`src/srm_pkg.sv`:
```
// Shared types, codes and defaults for the sensor running average monitor.
package srm_pkg;

  localparam int DEF_MAX_SENSORS = 32;
  localparam int DEF_AVG_LENGTH  = 5;

  localparam logic signed [15:0] LOW_LIMIT_RESET  = 16'sd2560;
  localparam logic signed [15:0] HIGH_LIMIT_RESET = 16'sd5120;

  localparam logic ACT_LOAD = 1'b0;

  localparam logic [1:0] CFG_LOW_LIMIT  = 2'd0;
  localparam logic [1:0] CFG_HIGH_LIMIT = 2'd1;

  typedef enum logic [1:0] {
    STATUS_OK      = 2'd0,
    STATUS_UNKNOWN = 2'd1,
    STATUS_FULL    = 2'd2
  } srm_status_t;

  typedef enum logic [2:0] {
    S_IDLE,
    S_LOAD,
    S_SEARCH,
    S_RING,
    S_SUM,
    S_AVG_GO,
    S_AVG_WAIT
  } srm_state_t;

  typedef struct packed {
    logic load;
    logic full;
    logic miss;
    logic plain;
    logic avg;
  } srm_emit_t;

endpackage

```
`src/srm_mean_unit.sv`:
```
// Three-stage divide of a ring sum by the ring length, truncating toward zero.
module srm_mean_unit #(
  parameter int AVG_LENGTH = srm_pkg::DEF_AVG_LENGTH
) (
  input  logic                                   clk,
  input  logic                                   rst,
  input  logic                                   go,
  input  logic signed [16+$clog2(AVG_LENGTH):0]  sum,
  output logic signed [15:0]                     mean,
  output logic                                   done
);

  localparam int MW = 16 + $clog2(AVG_LENGTH);
  localparam logic [MW:0] RECIP = (MW+1)'((64'd1 << MW) / AVG_LENGTH);

  logic              neg;
  logic [MW-1:0]     mag;
  logic [MW-1:0]     q0;
  logic              v1;
  logic              v2;
  logic [2*MW:0]     prod;
  logic [MW:0]       qn;
  logic [MW:0]       rem;
  logic [MW-1:0]     qc;
  logic signed [MW:0] sq;

  // The reciprocal underestimates by less than one, so one correction step suffices.
  always_comb begin
    prod = (2*MW+1)'(mag) * (2*MW+1)'(RECIP);
    qn   = (MW+1)'((MW+1)'(q0) * (MW+1)'(AVG_LENGTH));
    rem  = {1'b0, mag} - qn;
    qc   = (rem >= (MW+1)'(AVG_LENGTH)) ? q0 + MW'(1) : q0;
    sq   = neg ? -$signed({1'b0, qc}) : $signed({1'b0, qc});
  end

  always_ff @(posedge clk) begin
    if (go) begin
      neg <= sum[MW];
      mag <= sum[MW] ? MW'(-sum) : MW'(sum);
    end
    if (v1) begin
      q0 <= prod[2*MW-1:MW];
    end
    if (v2) begin
      mean <= sq[15:0];
    end
  end

  always_ff @(posedge clk) begin
    if (rst) begin
      v1   <= 1'b0;
      v2   <= 1'b0;
      done <= 1'b0;
    end else begin
      v1   <= go;
      v2   <= v1;
      done <= v2;
    end
  end

endmodule

```
`src/sensor_running_average_monitor.sv`:
```
// Top level of the per-sensor running average monitor with threshold alarms.
//
// Usage. An item is taken on a rising edge with start high and busy low. With action at
// the load code it appends a sensor id and room pair to the sensor table; otherwise it is
// a reading for the sensor whose id is found first in the table. Exactly one result beat
// follows each item: done is high for a single cycle with status, echoes, mean, flags and
// the stored timestamp on their ports. The receiver cannot stall; a result is gone after
// that cycle. Busy falls in the same cycle as done, so the next item may start at once.
// A load passes through its load state to done. A reading runs the table search, which
// scans the entries in order up to the first match (all entries on a miss), then writes
// the sample into the ring; once the sensor's ring is full, summing the ring through its
// single read port and the three-stage reciprocal divide follow.
// Limits are written over a valid/ready port that is always ready; write them while idle.
// Reset (synchronous, active high) empties the table and restores the default limits. No
// clearing pass is needed: each entry's ring state is set up when the entry is loaded.
module sensor_running_average_monitor #(
  parameter int MAX_SENSORS = srm_pkg::DEF_MAX_SENSORS,
  parameter int AVG_LENGTH  = srm_pkg::DEF_AVG_LENGTH
) (
  input  logic               clk,
  input  logic               rst,
  input  logic               start,
  output logic               busy,
  input  logic               action,
  input  logic [15:0]        node_id,
  input  logic [15:0]        room_id,
  input  logic signed [15:0] reading,
  input  logic [31:0]        stamp,
  output logic               done,
  output logic [1:0]         status,
  output logic [15:0]        echo_sensor,
  output logic [15:0]        echo_room,
  output logic signed [15:0] mean,
  output logic               mean_ready,
  output logic               too_cold,
  output logic               too_hot,
  output logic [31:0]        last_stamp,
  input  logic               cfg_valid,
  output logic               cfg_ready,
  input  logic [1:0]         cfg_index,
  input  logic [15:0]        cfg_data
);

  localparam int CW         = $clog2(MAX_SENSORS + 1);
  localparam int IW         = (MAX_SENSORS > 1) ? $clog2(MAX_SENSORS) : 1;
  localparam int PW         = (AVG_LENGTH > 1) ? $clog2(AVG_LENGTH) : 1;
  localparam int KW         = $clog2(AVG_LENGTH + 1);
  localparam int RING_DEPTH = MAX_SENSORS * AVG_LENGTH;
  localparam int RW         = (RING_DEPTH > 1) ? $clog2(RING_DEPTH) : 1;
  localparam int SUM_W      = 17 + $clog2(AVG_LENGTH);

  typedef struct packed {
    logic [15:0]   id;
    logic [15:0]   room;
    logic [PW-1:0] pos;
    logic          full;
    logic [31:0]   stamp;
  } srm_entry_t;

  srm_pkg::srm_state_t state;
  srm_pkg::srm_state_t state_next;
  srm_pkg::srm_emit_t  em;

  // Configuration.
  logic signed [15:0] low_limit;
  logic signed [15:0] high_limit;

  // Latched item.
  logic               in_action;
  logic [15:0]        in_sid;
  logic [15:0]        in_room;
  logic signed [15:0] in_sample;
  logic [31:0]        in_stamp;

  // Table and search.
  logic [CW-1:0] count;
  logic [CW-1:0] scan_idx;
  logic [CW-1:0] cmp_idx;
  logic          cmp_v;
  logic          hit;
  srm_entry_t    ent_mem [MAX_SENSORS];
  srm_entry_t    ent_rd;
  srm_entry_t    ent_wdata;
  logic [IW-1:0] ent_waddr;
  logic          ent_wr_en;

  // Matched entry and its ring.
  srm_entry_t         rec;
  logic [IW-1:0]      hit_idx;
  logic [RW-1:0]      base;
  logic [PW-1:0]      pos_next;
  logic               full_next;
  logic               ring_wrap;
  logic signed [15:0] ring_mem [RING_DEPTH];
  logic signed [15:0] ring_rd;
  logic [RW-1:0]      ring_raddr;

  // Running sum over the ring.
  logic [KW-1:0]      sum_k;
  logic [KW-1:0]      sum_vk;
  logic               sum_v;
  logic               sum_last;
  logic signed [SUM_W-1:0] acc;

  logic               avg_go;
  logic signed [15:0] avg_mean;
  logic               mean_done;

  assign busy      = (state != srm_pkg::S_IDLE);
  assign cfg_ready = 1'b1;
  assign hit       = cmp_v && (ent_rd.id == in_sid);
  assign sum_last  = (sum_vk == KW'(AVG_LENGTH - 1));
  assign avg_go    = (state == srm_pkg::S_AVG_GO);

  // The ring pointer wraps after the last slot; the ring counts as full from then on.
  assign ring_wrap  = (rec.pos == PW'(AVG_LENGTH - 1));
  assign pos_next   = ring_wrap ? '0 : rec.pos + PW'(1);
  assign full_next  = rec.full | ring_wrap;
  assign ring_raddr = base + RW'(sum_k);

  // Sequencer.
  always_ff @(posedge clk) begin
    if (rst) begin
      state <= srm_pkg::S_IDLE;
    end else begin
      state <= state_next;
    end
  end

  always_comb begin
    state_next = state;
    em         = '0;
    unique case (state)
      srm_pkg::S_IDLE: begin
        if (start) begin
          state_next = (action == srm_pkg::ACT_LOAD) ? srm_pkg::S_LOAD : srm_pkg::S_SEARCH;
        end
      end
      srm_pkg::S_LOAD: begin
        if (count == CW'(MAX_SENSORS)) begin
          em.full = 1'b1;
        end else begin
          em.load = 1'b1;
        end
        state_next = srm_pkg::S_IDLE;
      end
      srm_pkg::S_SEARCH: begin
        if (hit) begin
          state_next = srm_pkg::S_RING;
        end else if (scan_idx == count) begin
          em.miss    = 1'b1;
          state_next = srm_pkg::S_IDLE;
        end
      end
      srm_pkg::S_RING: begin
        if (full_next) begin
          state_next = srm_pkg::S_SUM;
        end else begin
          em.plain   = 1'b1;
          state_next = srm_pkg::S_IDLE;
        end
      end
      srm_pkg::S_SUM: begin
        if (sum_v && sum_last) begin
          state_next = srm_pkg::S_AVG_GO;
        end
      end
      srm_pkg::S_AVG_GO: begin
        state_next = srm_pkg::S_AVG_WAIT;
      end
      srm_pkg::S_AVG_WAIT: begin
        if (mean_done) begin
          em.avg     = 1'b1;
          state_next = srm_pkg::S_IDLE;
        end
      end
      default: begin
        state_next = srm_pkg::S_IDLE;
      end
    endcase
  end

  // Entry table write: a load sets up a fresh entry, a reading updates ring state and stamp.
  always_comb begin
    ent_wr_en = 1'b0;
    ent_waddr = hit_idx;
    ent_wdata = '{id: rec.id, room: rec.room, pos: pos_next, full: full_next,
                  stamp: in_stamp};
    if (em.load) begin
      ent_wr_en = 1'b1;
      ent_waddr = count[IW-1:0];
      ent_wdata = '{id: in_sid, room: in_room, pos: '0, full: 1'b0, stamp: '0};
    end else if (state == srm_pkg::S_RING) begin
      ent_wr_en = 1'b1;
    end
  end

  always_ff @(posedge clk) begin
    if (ent_wr_en) begin
      ent_mem[ent_waddr] <= ent_wdata;
    end
    ent_rd <= ent_mem[scan_idx[IW-1:0]];
  end

  always_ff @(posedge clk) begin
    if (state == srm_pkg::S_RING) begin
      ring_mem[base + RW'(rec.pos)] <= in_sample;
    end
    ring_rd <= ring_mem[ring_raddr];
  end

  // Datapath registers.
  always_ff @(posedge clk) begin
    if (state == srm_pkg::S_IDLE && start) begin
      in_action <= action;
      in_sid    <= node_id;
      in_room   <= room_id;
      in_sample <= reading;
      in_stamp  <= stamp;
      scan_idx  <= '0;
    end else if (state == srm_pkg::S_SEARCH && scan_idx < count) begin
      scan_idx <= scan_idx + CW'(1);
    end
    cmp_idx <= scan_idx;
    if (state == srm_pkg::S_SEARCH && hit) begin
      rec     <= ent_rd;
      hit_idx <= cmp_idx[IW-1:0];
      base    <= RW'(RW'(cmp_idx) * RW'(AVG_LENGTH));
    end
    if (state == srm_pkg::S_RING) begin
      acc   <= '0;
      sum_k <= '0;
    end else if (state == srm_pkg::S_SUM && sum_k < KW'(AVG_LENGTH)) begin
      sum_k <= sum_k + KW'(1);
    end
    sum_vk <= sum_k;
    if (sum_v) begin
      acc <= acc + SUM_W'(ring_rd);
    end

    if (em.load || em.full || em.miss) begin
      status      <= em.load ? srm_pkg::STATUS_OK :
                     (em.full ? srm_pkg::STATUS_FULL : srm_pkg::STATUS_UNKNOWN);
      echo_sensor <= in_sid;
      echo_room   <= em.load ? in_room : 16'd0;
      mean        <= '0;
      mean_ready  <= 1'b0;
      too_cold    <= 1'b0;
      too_hot     <= 1'b0;
      last_stamp  <= '0;
    end else if (em.plain || em.avg) begin
      status      <= srm_pkg::STATUS_OK;
      echo_sensor <= in_sid;
      echo_room   <= rec.room;
      mean        <= em.avg ? avg_mean : 16'sd0;
      mean_ready  <= em.avg;
      too_cold    <= em.avg && (avg_mean < low_limit);
      too_hot     <= em.avg && (avg_mean > high_limit);
      last_stamp  <= in_stamp;
    end
  end

  // Control registers and configuration.
  always_ff @(posedge clk) begin
    if (rst) begin
      count      <= '0;
      cmp_v      <= 1'b0;
      sum_v      <= 1'b0;
      done       <= 1'b0;
      low_limit  <= srm_pkg::LOW_LIMIT_RESET;
      high_limit <= srm_pkg::HIGH_LIMIT_RESET;
    end else begin
      if (em.load) begin
        count <= count + CW'(1);
      end
      cmp_v <= (state == srm_pkg::S_SEARCH) && (scan_idx < count);
      sum_v <= (state == srm_pkg::S_SUM) && (sum_k < KW'(AVG_LENGTH));
      done  <= |em;
      if (cfg_valid && cfg_ready) begin
        unique case (cfg_index)
          srm_pkg::CFG_LOW_LIMIT:  low_limit  <= cfg_data;
          srm_pkg::CFG_HIGH_LIMIT: high_limit <= cfg_data;
          default: begin
          end
        endcase
      end
    end
  end

  srm_mean_unit #(
    .AVG_LENGTH(AVG_LENGTH)
  ) u_mean (
    .clk  (clk),
    .rst  (rst),
    .go   (avg_go),
    .sum  (acc),
    .mean (avg_mean),
    .done (mean_done)
  );

`ifndef SYNTHESIS
  // A result beat always closes the item, so the block is free in that cycle.
  assert property (@(posedge clk) disable iff (rst) done |-> !busy)
    else $error("result beat while still busy");

  // Every result beat ends a busy period.
  assert property (@(posedge clk) disable iff (rst) done |-> $past(busy))
    else $error("result beat without an item in progress");

  // The table never holds more entries than it has room for.
  assert property (@(posedge clk) disable iff (rst) count <= CW'(MAX_SENSORS))
    else $error("entry count beyond table size");

  // Without a full ring, the mean and both alarms read as zero.
  assert property (@(posedge clk) disable iff (rst)
                   (done && !mean_ready) |-> (mean == 16'sd0 && !too_cold && !too_hot))
    else $error("mean or alarm set before ring full");

  // A load that fits grows the table by exactly one entry.
  assert property (@(posedge clk) disable iff (rst)
                   (done && $past(in_action) == srm_pkg::ACT_LOAD &&
                    status == srm_pkg::STATUS_OK)
                   |-> count == $past(count) + CW'(1))
    else $error("load result without a new entry");
`endif

endmodule

```
`config.mk`:
```
export PLATFORM = sky130hd
export DESIGN_NAME = sensor_running_average_monitor
export DESIGN_NICKNAME = d
export VERILOG_FILES = /design/src/srm_pkg.sv /design/src/srm_mean_unit.sv /design/src/sensor_running_average_monitor.sv
export SDC_FILE = /design/constraint.sdc
export NUM_CORES = 2
export LEC_CHECK = 0
export BUFFER_PORTS_ARGS = -buffer_cell sky130_fd_sc_hd__buf_4
export CAP_MARGIN = 20
export CORE_ASPECT_RATIO = 0.8
export CORE_UTILIZATION = 57
export DETAILED_ROUTE_END_ITERATION = 6
export GPL_ROUTABILITY_DRIVEN = 0
export PLACE_DENSITY = 0.78
export SYNTH_ARGS = -nofsm -noshare
export SYNTH_HDL_FRONTEND = slang
export SYNTH_MEMORY_MAX_BITS = 65536
export SYNTH_SLANG_ARGS = --single-unit
```
`constraint.sdc`:
```
create_clock -name clk -period 6 [get_ports clk]
set_clock_uncertainty 0.15 [all_clocks]
set_input_delay 0.3 -clock clk [delete_from_list [all_inputs] [get_ports clk]]
set_output_delay 0.3 -clock clk [all_outputs]
set_load 0.05 [all_outputs]
```
* Yosys cells after proc, flatten, opt, wreduce, memory -nomap -nowiden *
Memory sizes are Yosys's and may differ from the RTL's. A register that Yosys moved wholly into a read port is not among the register bits.
Cells that the tools add are included.

storage, ports and cells
  bits in registers = 352
  RAM bits = 4736
  logic and storage cells = 136
  memories kept = 2

operators by class
  $add $sub $neg = 11
  multiply operators = 3
  order comparisons = 5
  equality and inequality tests = 16
  mux-type cells = 41
  bitwise logic cells = 1
  reductions and logical operators = 20

memories
  name      depth  bits a word  read ports  clocked after Yosys merged registers in  wr ports  RTL line                              source
  ring_mem  160    16           1           1                                        1         sensor_running_average_monitor.sv:94  logic signed [15:0] ring_mem [RING_DEPTH];
  ent_mem   32     68           1           1                                        1         sensor_running_average_monitor.sv:81  srm_entry_t ent_mem [MAX_SENSORS];

operator list
  cell                                                                 count
  two-way mux 16 bit                                                   8
  two-way mux 68 bit                                                   1
  two-way mux 20 bit                                                   2
  multiplier 19 x 17 -> 36 bit (second input constant)                 1
  two-way mux 3 bit                                                    7
  adder 20 x 16 -> 20 bit                                              1
  greater-or-equal comparator 20 x 3 -> 1 bit (second input constant)  1
  multiplier 17 x 3 -> 20 bit (second input constant)                  1
  subtractor 19 x 20 -> 20 bit                                         1
  two-way mux 19 bit                                                   1
  negation 19 bit                                                      1
  one-hot mux 3 bit (6 select lines)                                   1
  adder 16 x 1 -> 16 bit (second input constant)                       1
  adder 8 x 3 -> 8 bit                                                 2
  == test 16 bit                                                       1
  greater-than comparator 16 bit                                       1
  < comparator 16 bit                                                  1
  negation 16 bit                                                      1
  == test 3 bit (second input constant)                                5
  two-way mux 1 bit                                                    14
  adder 6 x 1 -> 6 bit (second input constant)                         2
  two-way mux 2 bit                                                    6
  logical AND 1 bit                                                    8
  multiplier 6 x 3 -> 8 bit (second input constant)                    1
  21 further kinds                                                     28

* Depth between registers and ports, before layout *
  word-level depth = 7
  gate-level depth with buffers = 23
  mapped depth without buffers = 23

* Cells and area by module *
Synthesis repeated with hierarchy kept, for this count alone.

unflattened totals
  cells, all modules = 8408
  area, all modules = 165864.1 µm²

by module, submodules not included
  module                          times used  cells each  area an instance (µm²)  sequential area each (µm²)
  sensor_running_average_monitor  1           7367        155765.6                120205.3
  srm_mean_unit                   1           1041        10098.4                 1651.6

* Least setup slack after synthesis *
No wires, ideal clock.

  kind = register to register
  start = register u_mean.mag[11]
  end = register u_mean.q0[16] (data pin)
  arrival = 5860 ps
  required time = 5590 ps
  path slack = -270 ps
  cell stages (with the launch flop) = 24
  path buffers = 0
  cell sequence = edfxtp_1 ha_1 ha_1 inv_1 fa_1 inv_1 fa_1 inv_1 fa_1 fa_1 inv_1 ha_1 a21o_1 a21oi_1 nor2b_1 o21a_1 a2111oi_0 o31ai_1 a211o_1 a31oi_1 nor3_1 o32a_1 a21o_1 xnor2_1

on the way
  word-level cells in the longest chain between the ends = 1

ends and longest elaborated chain
  item                          RTL line             source
  from (decl)                   srm_mean_unit.sv:17  logic [MW-1:0] mag;
  from (signal assigned)        srm_mean_unit.sv:39  mag <= sum[MW] ? MW'(-sum) : MW'(sum);
  multiplier 19 x 17 -> 36 bit  srm_mean_unit.sv:29  prod = (2*MW+1)'(mag) * (2*MW+1)'(RECIP);
  named net u_mean.prod[35]     srm_mean_unit.sv:21  logic [2*MW:0] prod;
  to (signal assigned)          srm_mean_unit.sv:42  q0 <= prod[2*MW-1:MW];
  to (decl)                     srm_mean_unit.sv:18  logic [MW-1:0] q0;

The timed path passes the listed nets, and every way through them passes these cells.
A chain may end at the register's enable or synchronous reset.

* Worst setup path in the final report *
  start = register u_mean.mag[12]
  end = register u_mean.q0[16] (data pin)

Same word-level chain as after synthesis.

==> results.sh <==
export IMPL_status="complete, no violations"
export IMPL_drtAntennaViolNets=0
export IMPL_grt_pass1_vias=88320
export IMPL_stdcell_area_um2=188900
export IMPL_drc_errors=0
export IMPL_firstDrtPassIters=6
export IMPL_p_int_w=0.05523
export IMPL_clock_latency_ps=920
export IMPL_ys_ff_latch=4114
export IMPL_critPathLaunchType="flop"
export IMPL_postSynthCellCount=7705
export IMPL_drive_above_1_share_pct=28.85
export IMPL_placed_cell_area_um2=173600
export IMPL_fin_crit_ps=5991
export IMPL_worst_slew_pin_slew_ps=1185
export IMPL_yosysWarnings=0
export IMPL_die_w_um=602.9
export IMPL_slowest_stage="fa_1"
export IMPL_swShare_pct=28.56
export IMPL_grtUsageTotal_pct=30.54
export IMPL_worstHoldPathType="in2reg"
export IMPL_clk_pin_slew_ps=70
export IMPL_power_switching_w=0.02208
export IMPL_cts_tree="built"
export IMPL_areaGrowthSynthToFinish_pct=14.72
export IMPL_p_seq_share_pct=42.4
export IMPL_die_y_um=482.7
export IMPL_crit_fanout=3
export IMPL_wl_per_cell_um=35.10
export IMPL_synth_distinct_cells=81
export IMPL_path_cells="buf_6, ha_4, ha_4, inv_1, fa_1, inv_2, fa_1, inv_1, fa_1, fa_1, inv_1, ha_4, a21oi_2, nor2b_1, o21a_2, a2111oi_4, o31ai_4, a211o_1, a31oi_4, nor3_2, o32a_1, a21o_1, xnor2_1"
export IMPL_p_comb_share_pct=24.8
export IMPL_ir_drop_uv=343.2
export IMPL_fmax_mhz=166.9
export IMPL_nFillCells=17080
export IMPL_critPathBufInv=5
export IMPL_fin_nets=9059
export IMPL_synth_commonest_cells="3946 x edfxtp_1, 1192 x mux4_2, 317 x inv_1, 308 x nand2_1, 291 x nor2_1"
export IMPL_initial_utilization_pct=57.30
export IMPL_synthFlopType="edfxtp_1"
export IMPL_grt_pass1_wl_um=631300
export IMPL_drt_initial_drc_count=13460
export IMPL_antenna_found_initial=33
export IMPL_synth_top_area_share_pct=71.96
export IMPL_ys_top_cells_by_area="edfxtp_1 72%, mux4_2 16%, dfxtp_1 2.0%"
export IMPL_floorplan_die_area_um2=291100
export IMPL_cp_top_family="adder cells"
export IMPL_cp_arrival_ps=6510
export IMPL_regArea_um2=121900
export IMPL_num_rows=176
export IMPL_wirelength_um=447100
export IMPL_root_buffer="clkbuf_16"
export IMPL_p_clk_share_pct=32.8
export IMPL_numCtsBuffers=385
export IMPL_vias_per_cell=6.823
export IMPL_clockBufferDepth=4
export IMPL_synth_most_common_cell="edfxtp_1"
export IMPL_crit_type="reg2reg"
export IMPL_hold_violations=0
export IMPL_grt_overflow_total=0
export IMPL_slew_headroom_pct=20.60
export IMPL_seq_area_frac_synth_pct=74.00
export IMPL_crit_path_end_kind="flop"
export IMPL_max_stage_delay_ps=540
export IMPL_stdcell_count=12740
export IMPL_hpwlAfterDp_um=232300
export IMPL_async_flop_share_pct=0
export IMPL_setup_viol=0
export IMPL_multiInputGateArea_um2=41010
export IMPL_grt_max_degree=161
export IMPL_drv_cap=0
export IMPL_coreArea_um2=287400
export IMPL_crit_top_cell="fa_1"
export IMPL_synth_top_cell_by_area="edfxtp_1"
export IMPL_rsz0062_at_grt="true"
export IMPL_io_pins=191
export IMPL_crit_required_ps=6520
export IMPL_p_per_area_nw_per_um2=409.2
export IMPL_syn_avg_cell_area_um2=21.37
export IMPL_total_leakage_power_nw=61.61
export IMPL_vias=86920
export IMPL_synth_edf_count=3946
export IMPL_finalCritPeriodShare_pct=99.85
export IMPL_syn_num_nets=8184
export IMPL_place_inst=11800
export IMPL_finalMaxSlewViolations=0
export IMPL_synth_area_um2=164700
export IMPL_cts_max_level=5
export IMPL_cts_sink_count=4114
export IMPL_port_buffers=189
[power by group through the flow]
stage	Clock [W]	Sequential (W)	Combinational, W
floorplan	0	0.0339	0.0113
global placement	0	0.0333	0.0179
detailed placement	0	0.0334	0.0182
CTS	0.0253	0.0328	0.0188
global route	0.0264	0.0328	0.0199
finish	0.0253	0.0328	0.0192
[area by class of cell]
class / instances / area share, %
inverter: 317 / 0.6299
multi-input combinational: 2934 / 21.71
sequential: 4114 / 64.52
timing repair buffer: 828 / 3.807
tap: 3827 / 2.535
clock inverter: 248 / 1.414
clock buffer: 460 / 5.375
antenna: 12 / 0.01590
[sequential cells by signal, summed over array words and instances (netlist names), 17 cells and up]
name	flops
ent_mem	1152
u_mean.q0	17
ent_rd	36
acc	20
last_stamp	32
ring_mem	2560
u_mean.mag	19
rec	36
in_stamp	32
[kinds of logic after synthesis]
kind of cell               Yosys count  share of synthesized area (%)
adders and majority gates          376                          3.409
muxes                             1255                          16.72
xor gates and xnor gates           126                         0.6793
and+or+nand+nor                    812                          2.201
DFF                               4114                          74.00
AOI/OAI and AO/OA                  364                          1.483
other                                1                       0.002277
buffers and inverters              657                          1.508
[cell usage in the layout, fill, tap and decap left out, types with 83 or more instances in the layout]
master,count
dfxtp_1,163
a21oi_1,141
mux4_2,1192
xnor2_1,83
inv_1,309
nor2_1,254
clkbuf_16,392
clkinv_2,91
nand2_1,307
edfxtp_1,3946
ha_1,237
dlygate4sd3_1,197
fa_1,119
buf_4,591
[timing repair]
item                                    in CTS  in global routing
resized for setup                           19                 21
endpoints found under the hold margin      133                  0
pin swaps                                   18                 13
endpoints found under the setup margin       7                 11
hold buffers                               197                  0
setup buffers                                4                  8
[path summary, 6_finish.rpt]
kind	start	endpoint	slack, ps	depth (start not counted)
min reg2reg	ent_rd[36]$_DFF_P_	rec[36]$_DFFE_PP_	260	0
max	u_mean.mag[12]$_DFFE_PP_	u_mean.q0[16]$_DFFE_PP_	9	23
min	room_id[2]	in_room[2]$_DFFE_PP_	30	2
max reg2reg	u_mean.mag[12]$_DFFE_PP_	u_mean.q0[16]$_DFFE_PP_	9	23
[per-stage QoR]
step	hold slack (ps)	util (%)	TNS (ps)	worst slack (ps)	power, W
global placement	237.0	60.38	-870.2	-376.2	0.05125
CTS	2.536	65.60	-53.21	-31.57	0.07685
detailed placement	238.7	60.39	-732.0	-336.8	0.05161
floorplan	204.0	-	0	19.28	0.04525
finish	31.91	65.73	0	9.199	0.07730
global route	16.93	65.73	-497.1	-207.9	0.07905
[metal layers]
metal,GRT usage (%),share of wire (%),vias up
met2,48.07,47,7154
li1,-,-,33320
met4,12.97,4.9,32
met1,41.31,35,44990
met5,0,0.048,-
met3,7.652,13,1422
Note: power is estimated with default switching activity, not from simulation.
